--- config.mk ---
export PLATFORM = sky130hd
export DESIGN_NAME = nearest_centroid_assign_top
export DESIGN_NICKNAME = d
export VERILOG_FILES = /design/src/sv/nca_pkg.sv /design/src/sv/nca_ram.sv /design/src/sv/nca_ctrl.sv /design/src/sv/nca_dp.sv /design/src/sv/nearest_centroid_assign_top.sv
export VERILOG_INCLUDE_DIRS = /design/src /design/src/sv
export SDC_FILE = /design/constraint.sdc
export NUM_CORES = 2
export LEC_CHECK = 0
export BUFFER_PORTS_ARGS = -buffer_cell sky130_fd_sc_hd__buf_2
export CORE_MARGIN = 2
export CORE_UTILIZATION = 35
export CTS_CLUSTER_DIAMETER = 80
export DETAILED_ROUTE_END_ITERATION = 8
export PLACE_DENSITY = 0.51
export SLEW_MARGIN = 20
export SYNTH_ARGS = -nofsm -noshare
export SYNTH_HDL_FRONTEND = slang
export SYNTH_SLANG_ARGS = --single-unit
--- constraint.sdc ---
create_clock -name clk -period 8.25 [get_ports clk]
set_clock_uncertainty 0.2 [all_clocks]
set_input_delay 0.825 -clock clk [delete_from_list [all_inputs] [get_ports clk]]
set_output_delay 0.825 -clock clk [all_outputs]
set_load 0.01 [all_outputs]
--- src/sv/nearest_centroid_assign_top_macros.svh ---
// Assertion macros for the nearest-centroid assignment block.
// Expects signals clk and rst in the scope of each use.
`ifndef NEAREST_CENTROID_ASSIGN_TOP_MACROS_SVH
`define NEAREST_CENTROID_ASSIGN_TOP_MACROS_SVH

// Consequent must hold in the same cycle as the antecedent.
`define NCA_ASSERT_NOW(label, ante, cons, msg) \
  label: assert property (@(posedge clk) disable iff (rst) (ante) |-> (cons)) \
    else $error(msg);

// Consequent must hold in the cycle after the antecedent.
`define NCA_ASSERT_NEXT(label, ante, cons, msg) \
  label: assert property (@(posedge clk) disable iff (rst) (ante) |=> (cons)) \
    else $error(msg);

`endif

--- src/sv/nca_pkg.sv ---
// Shared constants and controller/datapath interface types for the
// nearest-centroid assignment block. No dependencies.
package nca_pkg;

  localparam int MAX_CLUSTERS = 8;
  localparam int MAX_DIMS     = 16;
  localparam int COORD_BITS   = 16;
  localparam int CLUSTER_BITS = 3;
  localparam int DIM_BITS     = 4;
  localparam int CFG_BITS     = 4;
  localparam int ACC_BITS     = 36;
  localparam int SQ_BITS      = 2 * COORD_BITS;
  localparam int TABLE_DEPTH  = MAX_CLUSTERS * MAX_DIMS;

  // Commands from the controller to the datapath.
  typedef struct packed {
    logic capture;  // input item accepted this cycle
    logic k_clear;
    logic k_inc;
    logic mul;      // square the difference to centroid k
    logic acc;      // add the square into accumulator k
    logic srch;     // compare accumulator k against the running minimum
    logic emit;     // load the result register and clear the accumulators
  } cmd_t;

  // Status from the datapath to the controller.
  typedef struct packed {
    logic in_kind;  // kind field of the item on offer
    logic pt_last;  // captured point coordinate is the last one
    logic k_last;   // centroid counter is at the last active centroid
    logic out_busy; // result register full and not taken this cycle
  } sts_t;

endpackage

--- src/sv/nca_ram.sv ---
// Generic simple dual-port RAM: one write port, one read port with a
// registered read. No dependencies.
module nca_ram #(
  parameter int WIDTH = 16,
  parameter int DEPTH = 128,
  localparam int ADDR_BITS = $clog2(DEPTH)
) (
  input  logic                 clk,
  input  logic                 we,
  input  logic [ADDR_BITS-1:0] waddr,
  input  logic [WIDTH-1:0]     wdata,
  input  logic [ADDR_BITS-1:0] raddr,
  output logic [WIDTH-1:0]     rdata
);

  logic [WIDTH-1:0] mem [DEPTH];

  always_ff @(posedge clk) begin
    if (we) begin
      mem[waddr] <= wdata;
    end
    rdata <= mem[raddr];
  end

endmodule

--- src/sv/nca_ctrl.sv ---
// Sequencing state machine for the nearest-centroid assignment block.
// Depends on nca_pkg for the command and status types.
module nca_ctrl (
  input  logic          clk,
  input  logic          rst,
  input  logic          in_valid,
  output logic          in_ready,
  input  nca_pkg::sts_t sts,
  output nca_pkg::cmd_t cmd
);

  typedef enum logic [2:0] {
    S_IDLE,
    S_RD,
    S_MUL,
    S_ACC,
    S_SRCH,
    S_EMIT
  } state_t;

  state_t state;
  state_t state_next;

  assign in_ready = (state == S_IDLE);

  always_comb begin
    cmd        = '0;
    state_next = state;
    case (state)
      S_IDLE: begin
        if (in_valid) begin
          cmd.capture = 1'b1;
          if (sts.in_kind) begin
            cmd.k_clear = 1'b1;
            state_next  = S_RD;
          end
        end
      end
      S_RD: begin
        state_next = S_MUL;
      end
      S_MUL: begin
        cmd.mul    = 1'b1;
        state_next = S_ACC;
      end
      S_ACC: begin
        cmd.acc = 1'b1;
        if (sts.k_last) begin
          cmd.k_clear = 1'b1;
          state_next  = sts.pt_last ? S_SRCH : S_IDLE;
        end else begin
          cmd.k_inc  = 1'b1;
          state_next = S_RD;
        end
      end
      S_SRCH: begin
        cmd.srch = 1'b1;
        if (sts.k_last) begin
          state_next = S_EMIT;
        end else begin
          cmd.k_inc = 1'b1;
        end
      end
      S_EMIT: begin
        if (!sts.out_busy) begin
          cmd.emit   = 1'b1;
          state_next = S_IDLE;
        end
      end
      default: begin
        state_next = S_IDLE;
      end
    endcase
  end

  always_ff @(posedge clk) begin
    if (rst) begin
      state <= S_IDLE;
    end else begin
      state <= state_next;
    end
  end

endmodule

--- src/sv/nca_dp.sv ---
// Datapath: configuration register, centroid table, squaring unit,
// accumulators, minimum search and result register. Uses nca_pkg and nca_ram.
module nca_dp (
  input  logic                                  clk,
  input  logic                                  rst,
  input  logic                                  cfg_write,
  input  logic [nca_pkg::CFG_BITS-1:0]          cfg_data,
  input  logic                                  kind,
  input  logic [nca_pkg::CLUSTER_BITS-1:0]      centroid_index,
  input  logic [nca_pkg::DIM_BITS-1:0]          coord_index,
  input  logic signed [nca_pkg::COORD_BITS-1:0] coord_value,
  input  logic                                  point_last,
  output logic                                  out_valid,
  input  logic                                  out_ready,
  output logic [nca_pkg::CLUSTER_BITS-1:0]      best_cluster,
  output logic [nca_pkg::ACC_BITS-1:0]          min_distance_sq,
  input  nca_pkg::cmd_t                         cmd,
  output nca_pkg::sts_t                         sts
);

  localparam int ADDR_BITS = nca_pkg::CLUSTER_BITS + nca_pkg::DIM_BITS;

  logic [nca_pkg::CFG_BITS-1:0]          num_clusters;
  logic [nca_pkg::CFG_BITS-1:0]          active;
  logic [nca_pkg::DIM_BITS-1:0]          pt_didx;
  logic signed [nca_pkg::COORD_BITS-1:0] pt_val;
  logic                                  pt_last;
  logic [nca_pkg::CLUSTER_BITS-1:0]      k;
  logic [nca_pkg::COORD_BITS-1:0]        cent_raw;
  logic signed [nca_pkg::COORD_BITS:0]   diff;
  logic [nca_pkg::COORD_BITS:0]          mag;
  logic [nca_pkg::SQ_BITS-1:0]           sq;
  logic [nca_pkg::ACC_BITS-1:0]          acc [nca_pkg::MAX_CLUSTERS];
  logic [nca_pkg::ACC_BITS-1:0]          acc_k;
  logic [nca_pkg::ACC_BITS:0]            acc_sum;
  logic [nca_pkg::ACC_BITS-1:0]          best_d;
  logic [nca_pkg::CLUSTER_BITS-1:0]      best_idx;

  // Count of centroids in use: zero acts as one, too large acts as the maximum.
  always_comb begin
    if (num_clusters == '0) begin
      active = nca_pkg::CFG_BITS'(1);
    end else if (num_clusters > nca_pkg::CFG_BITS'(nca_pkg::MAX_CLUSTERS)) begin
      active = nca_pkg::CFG_BITS'(nca_pkg::MAX_CLUSTERS);
    end else begin
      active = num_clusters;
    end
  end

  always_ff @(posedge clk) begin
    if (rst) begin
      num_clusters <= nca_pkg::CFG_BITS'(1);
    end else if (cfg_write) begin
      num_clusters <= cfg_data;
    end
  end

  nca_ram #(
    .WIDTH (nca_pkg::COORD_BITS),
    .DEPTH (nca_pkg::TABLE_DEPTH)
  ) u_table (
    .clk   (clk),
    .we    (cmd.capture && !kind),
    .waddr ({centroid_index, coord_index}),
    .wdata (coord_value),
    .raddr (ADDR_BITS'({k, pt_didx})),
    .rdata (cent_raw)
  );

  // Difference to the stored centroid coordinate and its magnitude.
  assign diff = {pt_val[nca_pkg::COORD_BITS-1], pt_val}
              - {cent_raw[nca_pkg::COORD_BITS-1], cent_raw};
  assign mag  = diff[nca_pkg::COORD_BITS] ? (~diff + 1'b1) : diff;

  assign acc_k   = acc[k];
  assign acc_sum = {1'b0, acc_k} + (nca_pkg::ACC_BITS + 1)'(sq);

  always_ff @(posedge clk) begin
    if (cmd.capture) begin
      pt_didx <= coord_index;
      pt_val  <= coord_value;
      pt_last <= point_last;
    end
    if (cmd.mul) begin
      sq <= mag[nca_pkg::COORD_BITS-1:0] * mag[nca_pkg::COORD_BITS-1:0];
    end
    if (cmd.srch) begin
      if (k == '0 || acc_k < best_d) begin
        best_d   <= acc_k;
        best_idx <= k;
      end
    end
    if (cmd.emit) begin
      best_cluster    <= best_idx;
      min_distance_sq <= best_d;
    end
  end

  always_ff @(posedge clk) begin
    if (rst) begin
      k         <= '0;
      out_valid <= 1'b0;
      for (int i = 0; i < nca_pkg::MAX_CLUSTERS; i++) begin
        acc[i] <= '0;
      end
    end else begin
      if (cmd.k_clear) begin
        k <= '0;
      end else if (cmd.k_inc) begin
        k <= k + 1'b1;
      end
      if (cmd.emit) begin
        out_valid <= 1'b1;
      end else if (out_ready) begin
        out_valid <= 1'b0;
      end
      if (cmd.emit) begin
        for (int i = 0; i < nca_pkg::MAX_CLUSTERS; i++) begin
          acc[i] <= '0;
        end
      end else if (cmd.acc) begin
        acc[k] <= acc_sum[nca_pkg::ACC_BITS] ? '1 : acc_sum[nca_pkg::ACC_BITS-1:0];
      end
    end
  end

  assign sts.in_kind  = kind;
  assign sts.pt_last  = pt_last;
  assign sts.k_last   = (k == nca_pkg::CLUSTER_BITS'(active - 1'b1));
  assign sts.out_busy = out_valid && !out_ready;

endmodule

--- src/sv/nearest_centroid_assign_top.sv ---
// Nearest-centroid assignment (k-means assignment step); uses nca_pkg, nca_ctrl, nca_dp.
// A load item only writes the table and the block is ready again at once. A point
// coordinate steps each active centroid through S_RD, S_MUL and S_ACC in turn (one table
// read port and one squaring unit); a last coordinate then scans the accumulators in S_SRCH
// and loads the result register in S_EMIT, which waits while the previous result is still held.
// Synchronous reset: accumulators cleared, cluster count 1, table left unwritten.
`include "nearest_centroid_assign_top_macros.svh"

module nearest_centroid_assign_top (
  input  logic                                  clk,
  input  logic                                  rst,
  // Configuration: number of centroids in use.
  input  logic                                  cfg_write,
  input  logic [nca_pkg::CFG_BITS-1:0]          cfg_data,
  // Input items.
  input  logic                                  in_valid,
  output logic                                  in_ready,
  input  logic                                  kind,
  input  logic [nca_pkg::CLUSTER_BITS-1:0]      centroid_index,
  input  logic [nca_pkg::DIM_BITS-1:0]          coord_index,
  input  logic signed [nca_pkg::COORD_BITS-1:0] coord_value,
  input  logic                                  point_last,
  // Result items.
  output logic                                  out_valid,
  input  logic                                  out_ready,
  output logic [nca_pkg::CLUSTER_BITS-1:0]      best_cluster,
  output logic [nca_pkg::ACC_BITS-1:0]          min_distance_sq
);

  // The controller steps through the active centroids one at a time for each
  // point coordinate, then, on the last coordinate, scans the accumulators for
  // the minimum. The datapath holds the centroid table, the accumulators and
  // the result register, so a finished result can wait while the next item
  // is already being taken in.
  nca_pkg::cmd_t cmd;
  nca_pkg::sts_t sts;

  nca_ctrl u_ctrl (
    .clk      (clk),
    .rst      (rst),
    .in_valid (in_valid),
    .in_ready (in_ready),
    .sts      (sts),
    .cmd      (cmd)
  );

  nca_dp u_dp (
    .clk             (clk),
    .rst             (rst),
    .cfg_write       (cfg_write),
    .cfg_data        (cfg_data),
    .kind            (kind),
    .centroid_index  (centroid_index),
    .coord_index     (coord_index),
    .coord_value     (coord_value),
    .point_last      (point_last),
    .out_valid       (out_valid),
    .out_ready       (out_ready),
    .best_cluster    (best_cluster),
    .min_distance_sq (min_distance_sq),
    .cmd             (cmd),
    .sts             (sts)
  );

  // A point item starts the centroid sweep, so the input side must close.
  `NCA_ASSERT_NEXT(a_point_busy, in_valid && in_ready && kind, !in_ready, "ready after point item")
  // A new result is only loaded when the result register is free.
  `NCA_ASSERT_NOW(a_emit_free, cmd.emit, !sts.out_busy, "result register overwritten")
  // Only the last coordinate of a point produces a result.
  `NCA_ASSERT_NOW(a_emit_last, cmd.emit, sts.pt_last, "result without last coordinate")
  // Loading the result register always presents a result next cycle.
  `NCA_ASSERT_NEXT(a_emit_shown, cmd.emit, out_valid, "loaded result not presented")

endmodule
Word-level counts from Yosys, hierarchy flattened --
Memory sizes are Yosys's and may differ from the RTL's. A register that Yosys moved wholly into a read port is not among the register bits. Index checks and enable logic that the tools add are counted.
Storage, ports and cells: ROM bits 0, register bits after elaboration 142, memories kept 2, RAM bits 2336, logic and storage cells 104, bits in latches 0, output and inout bits 41, bits of input ports 34
Memories:
- u_dp.u_table.mem | depth 128, bits a word 16, read ports 1, clocked after memory_dff 1, wr ports 1, RTL line nca_ram.sv:16 | logic [WIDTH-1:0] mem [DEPTH];
- u_dp.acc | depth 8, bits a word 36, read ports 1, clocked after memory_dff 1, wr ports 8, RTL line nca_dp.sv:33 | logic [nca_pkg::ACC_BITS-1:0] acc [nca_pkg::MAX_CLUSTERS];
Operators by class: $lt $le $gt $ge 2, bitwise gates (word level) 9, reductions and logical operators 14, divide/modulo/power cells 0, multiply operators 1, shift operators 0, equality and inequality tests 10, add/subtract/negate cells 5, muxes and demuxes 49
Operator list (number):
- $mux W36 | 10
- $add A36 B32 Y37 | 1
- $lt A36 B36 Y1 | 1
- $reduce_or A36 Y1 | 1
- $mux W3 | 11
- $mul A16 B16 Y32 | 1
- $mux W1 | 24
- $pmux W3 S6 | 1
- $sub A16 B16 Y17 | 1
- $add A16 B1 Y16 const B | 1
- $mux W16 | 1
- $not A16 Y16 | 1
- $or A1 B1 Y1 | 8
- $eq A3 B2 Y1 const B | 2
- $eq A3 B3 Y1 const B | 2
- $logic_not A3 Y1 | 2
- $ne A2 B2 Y1 const B | 3
- $gt A4 B4 Y1 const B | 1
- $logic_not A4 Y1 | 1
- $reduce_and A4 Y1 | 1
- $reduce_or A2 Y1 | 2
- $add A3 B1 Y3 const B | 1
- $eq A3 B1 Y1 const B | 1
- $eq A3 B3 Y1 | 1
- other kinds (9) | 11

Longest topological paths before layout --
word-level depth 9, mapped depth 39, gate-level depth less buffers 37

Modules after synthesis --
Synthesis repeated with hierarchy kept, for this count alone.
Second synthesis, totals: cells, all modules 5448, area total of the unflattened synthesis 106384.5 µm²
By module, submodules not included:
- nca_ram | cells each 3086, instances 1, sequential area each 61819.3 µm², area each 78522.8 µm²
- nca_dp | cells each 2336, instances 1, sequential area each 12772.2 µm², area each 27636.5 µm²
- nca_ctrl | cells each 26, instances 1, sequential area each 60.1 µm², area each 225.2 µm²

Least setup slack after synthesis --
Ideal clock, no wire load.
kind reg2reg, start point register u_dp.pt_val[0] (netlist bit), end point register u_dp.sq[31] (netlist bit) (data pin), stages on the path, launching flop included 33, setup time 0.267 ns, required time 7.783 ns, data arrival time 8.553 ns, slack -0.770 ns, period minus slack after synthesis 9.020 ns, path buffers 1, path through edfxtp_1 -> inv_1 -> ha_1 -> fa_1 -> nand2b_1 -> a21oi_1 -> xor2_1 -> a211oi_1 -> nand4_1 -> or2_2 -> o21ai_1 -> xor2_1 -> inv_2 -> buf_2 -> nand2_1 -> inv_1 -> fa_1 -> fa_1 -> fa_1 -> fa_1 -> fa_1 -> inv_1 -> fa_1 -> inv_1 -> ha_1 -> nand4_1 -> or3_1 -> o211a_1 -> o41ai_1 -> a311o_1 -> nand2_1 -> nor4_1 -> nor4_2
Between the ends: word-level cells in the longest chain between the ends 5
RTL lines:
- start: declaration | RTL line nca_dp.sv:26 | logic signed [nca_pkg::COORD_BITS-1:0] pt_val;
- start signal: assignment | RTL line nca_dp.sv:81 | pt_val <= coord_value;
- $sub A16 B16 Y17 (*) | RTL line nca_dp.sv:72 | - {cent_raw[nca_pkg::COORD_BITS-1], cent_raw};
- $not A16 Y16 | RTL line nca_dp.sv:73 | assign mag = diff[nca_pkg::COORD_BITS] ? (~diff + 1'b1) : diff;
- $add A16 B1 Y16 | RTL line nca_dp.sv:73
- $mux W16 (*) | RTL line nca_dp.sv:73
- $mul A16 B16 Y32 (*) | RTL line nca_dp.sv:85 | sq <= mag[nca_pkg::COORD_BITS-1:0] * mag[nca_pkg::COORD_BITS-1:0];
- end signal: assignment | RTL line nca_dp.sv:85
- end: declaration | RTL line nca_dp.sv:32 | logic [nca_pkg::SQ_BITS-1:0] sq;
Every way passes the cells marked *; elsewhere a longest branch is shown, timed or not. A chain may end at the register's enable or synchronous reset.

Worst setup path after layout --
Same ends and word-level chain as after synthesis.

==> impl_metrics.json <==
{
  "wl_per_cell_um": 27.7,
  "ys_async_sr_fraction_pct": 0,
  "die_width_um": 555,
  "core_sq_um": 303000,
  "met1_length_um": 124000,
  "grt_pass1_vias": 57089,
  "fmax_mhz": 117,
  "io-pin-count": 75,
  "fin_util_pct": 41.0,
  "crit_fanout": 5,
  "arrival_ns": 8.88,
  "drc": 0,
  "synth_top_area_cell": "edfxtp_1",
  "synth-main-ff-cell": "edfxtp_1",
  "synth-seq-cells": 2496,
  "clk_pin_slew_ns": 0.06,
  "ant_nets": 0,
  "critPathMostFrequentCell": "buf_6",
  "r2r_slack_ns": -0.31,
  "postSynthAreaPerCell_sq_um": 18.9,
  "dr_wl_met3_um": 14000,
  "worst_path_largest_cell_delay_ns": 0.60,
  "die_area_sq_um": 308000,
  "r2r-start": "u_dp.pt_val[0]",
  "drt-pass1-iter-count": 7,
  "finalSetupViolations": 7,
  "nets": 6573,
  "holdCritPathClass": "input pin to flop",
  "path_delay_family": "adder cells",
  "crit_buf_inv": 10,
  "synth_area_leaders": "edfxtp_1 (70%), mux4_2 (15%), fa_1 (3.1%)",
  "reg2reg_depth": 34,
  "hold_path.startpoint": "coord_index[2]",
  "place_hpwl_um": 172000,
  "htreeDepth": 5,
  "fin_crit_sh_pct": 104,
  "worst_hold_path.endpoint": "u_dp.pt_didx[2]",
  "setup_ws_ns": -0.307,
  "hold-path-cell-count": 1,
  "slowest_stage": "fa_2",
  "initial_core_util_pct": 35.2,
  "ys_types": 83,
  "yosysTopAreaCellShare_pct": 69.6,
  "grt_overflow_total": 0,
  "wl_um": 288000,
  "cp-end-kind": "flop",
  "syn_inst": 5621,
  "syn_area_sq_um": 106000,
  "numCtsBuffers": 275,
  "area_growth_syn_to_layout_pct": 16.7,
  "drt_iter0_markers": 5354,
  "antenna_found_initial": 27,
  "grt_setup_unrepaired": "true",
  "rows": 202,
  "wl_met2_um": 142000,
  "cts.path.max_buffers": 4,
  "startpoint_type": "flop",
  "outcome": "finished with violations",
  "slew_viol_final": 0,
  "cts_sinks": 2496,
  "max_cap_violations": 0,
  "post-route-min-period_ns": 8.56,
  "worstSkewPairLatency_ns": 0.86,
  "synth_warnings": 0,
  "root_buffer": "clkbuf_16",
  "violations": "negative setup slack",
  "gp_congestion": 0.841,
  "grt_pass1_wl_um": 413000,
  "routed.top_layer": "met5",
  "worst_slew_margin_rel_pct": 12.6,
  "vias": 54995,
  "cts_tree": "done",
  "grt_usage_pct": 18.5,
  "synth_edf_count": 2466,
  "tightest_slew_ns": 1.31,
  "fp.dieH_um": 555,
  "crit_required_ns": 8.57,
  "synth_nets": 6001,
  "rr_endpoint": "u_dp.sq[31]",
  "numPortBuffers": 74,
  "grt_max_degree": 131,
  "drive_gt1_share_pct": 29.9,
  "critPathKind": "flop to flop",
  "via_per_inst": 5.29,
  "finalHoldViolCount": 0,
  "ys_seq_area_share_pct": 70.2
}
-- sequential cells by signal (all words and copies together), names as in the netlist, named ones only --
| name | count |
|---|---|
| u_dp.pt_didx | 4 |
| u_dp.u_table.mem | 2048 |
| u_dp.k | 3 |
| u_dp.sq | 31 |
| u_dp.best_idx | 3 |
| u_dp.acc | 288 |
| u_dp.num_clusters | 4 |
| u_dp.pt_val | 16 |
| u_dp.best_cluster | 3 |
| u_ctrl.state | 3 |
| u_dp.best_d | 36 |
| u_dp.pt_last | 1 |
| u_dp.out_valid | 1 |
| u_dp.u_table.rdata | 16 |
| u_dp.min_distance_sq | 36 |
-- cell type report --
cell class / instances / area, sq um
Clock buffer: 345 / 7280
Fill cell: 26927 / 178000
Inverter: 435 / 1640
Tap cell: 3978 / 4980
Clock inverter: 126 / 1060
Antenna cell: 23 / 57.6
Multi-Input combinational cell: 2445 / 30200
Sequential cell: 2496 / 74700
Timing Repair Buffer: 540 / 4210
-- layer usage --
| layer | vias up | GRT usage, % |
|---|---|---|
| met2 | 1569 | 30.9 |
| li1 | 23308 | - |
| met3 | 413 | 2.22 |
| met4 | 12 | 5.37 |
| met1 | 29693 | 25.4 |
| met5 | - | 0 |
-- through the flow --
stage | area [sq um] | setup TNS, ns | hold WS (ns) | instances | worst slack, ns
floorplan | 106000 | -0.341 | 0.200 | 5621 | -0.334
global placement | 115000 | -2.80 | 0.208 | 9864 | -0.576
detailed placement | 115000 | -3.42 | 0.207 | 9864 | -0.619
CTS | 124000 | -1.12 | 0.00448 | 10355 | -0.424
global route | 124000 | -4.29 | 0.0321 | 10383 | -0.650
finish | 124000 | -1.09 | 0.0643 | 10388 | -0.307
-- worst reg2reg max path: cells and delay by family, from the launching register on --
| kind | cells | cell delay (ns) |
|---|---|---|
| flip-flops | 1 | 0.34 |
| XOR/XNOR | 2 | 0.40 |
| AND/OR/NAND/NOR | 6 | 1.26 |
| AO/OA/AOI/OAI | 7 | 1.55 |
| adder cells (fa/ha/maj) | 9 | 3.49 |
| buffers and inverters | 10 | 1.01 |
-- how the worst max path moves through the flow --
stage              startpoint           to  slack [ns]  cells after the start
6_report       u_dp.pt_val[0]  u_dp.sq[31]       -0.31                     34
5_1_grt        u_dp.pt_val[6]  u_dp.sq[31]       -0.65                     31
3_3_place_gp   u_dp.pt_val[0]  u_dp.sq[31]       -0.58                     30
3_5_place_dp   u_dp.pt_val[0]  u_dp.sq[31]       -0.62                     30
4_1_cts        u_dp.pt_val[0]  u_dp.sq[31]       -0.42                     32
2_1_floorplan  u_dp.pt_val[6]  u_dp.sq[31]       -0.33                     30
-- layout by cell type, fill, tap and decap left out, drive strengths merged, types with 6 or more instances in the layout --
cell and count:
edfxtp 2466, o21a 12, fa 163, xor2 35
ha 183, a31oi 19, o22ai 65, nor2 572
a21oi 85, or2 6, or3 10, o21bai 16
nand4 18, buf 537, clkbuf 345, and3 6
inv 448, nor2b 21, o21ai 51, bufinv 14
xnor2 55, nand2 127, nand2b 23, dfxtp 30
nor3 24, nand3 34, mux2 36, or4 20
diode 23, a211oi 9, mux2i 7, mux4 712
a21o 65, clkinv 97
-- cell usage after synthesis, types with 23 or more instances --
| cell type | instances |
|---|---|
| edfxtp_1 | 2466 |
| mux4_2 | 712 |
| nor2_1 | 562 |
| inv_1 | 425 |
| ha_1 | 183 |
| fa_1 | 163 |
| clkbuf_1 | 162 |
| nand2_1 | 127 |
| a21oi_1 | 82 |
| buf_1 | 73 |
| a21o_1 | 65 |
| o22ai_1 | 65 |
| xnor2_1 | 53 |
| mux2_2 | 36 |
| o21ai_0 | 36 |
| xor2_1 | 35 |
| nand3_1 | 34 |
| dfxtp_1 | 30 |
| nor3_1 | 24 |
| nand2b_1 | 23 |
-- cells by family (layout without fill, tap and decap cells) --
group           count (synthesis)  count (layout)  synth area share [%]
compound gates                372             372                  2.33
xor+xnor                       90              90                 0.755
simple gates                  882             882                  3.56
buf+inv                       680            1446                  2.42
mux                           755             755                  15.5
flops                        2496            2496                  70.2
other cells                     0              23                     0
fa+ha+maj                     346             346                  5.22
-- what timing repair did --
item                                   4_1_cts  5_1_grt
endpoints found under the hold margin        3        0
pin swaps                                   43       50
setup endpoints to repair                   13       16
hold buffers                                 3        0
buffers inserted                            19       11
gates resized for setup                     81       76
Power is left out: the tool's default activity adds up to more than one toggle a clock period on the data nets, which glitch-free logic cannot reach.
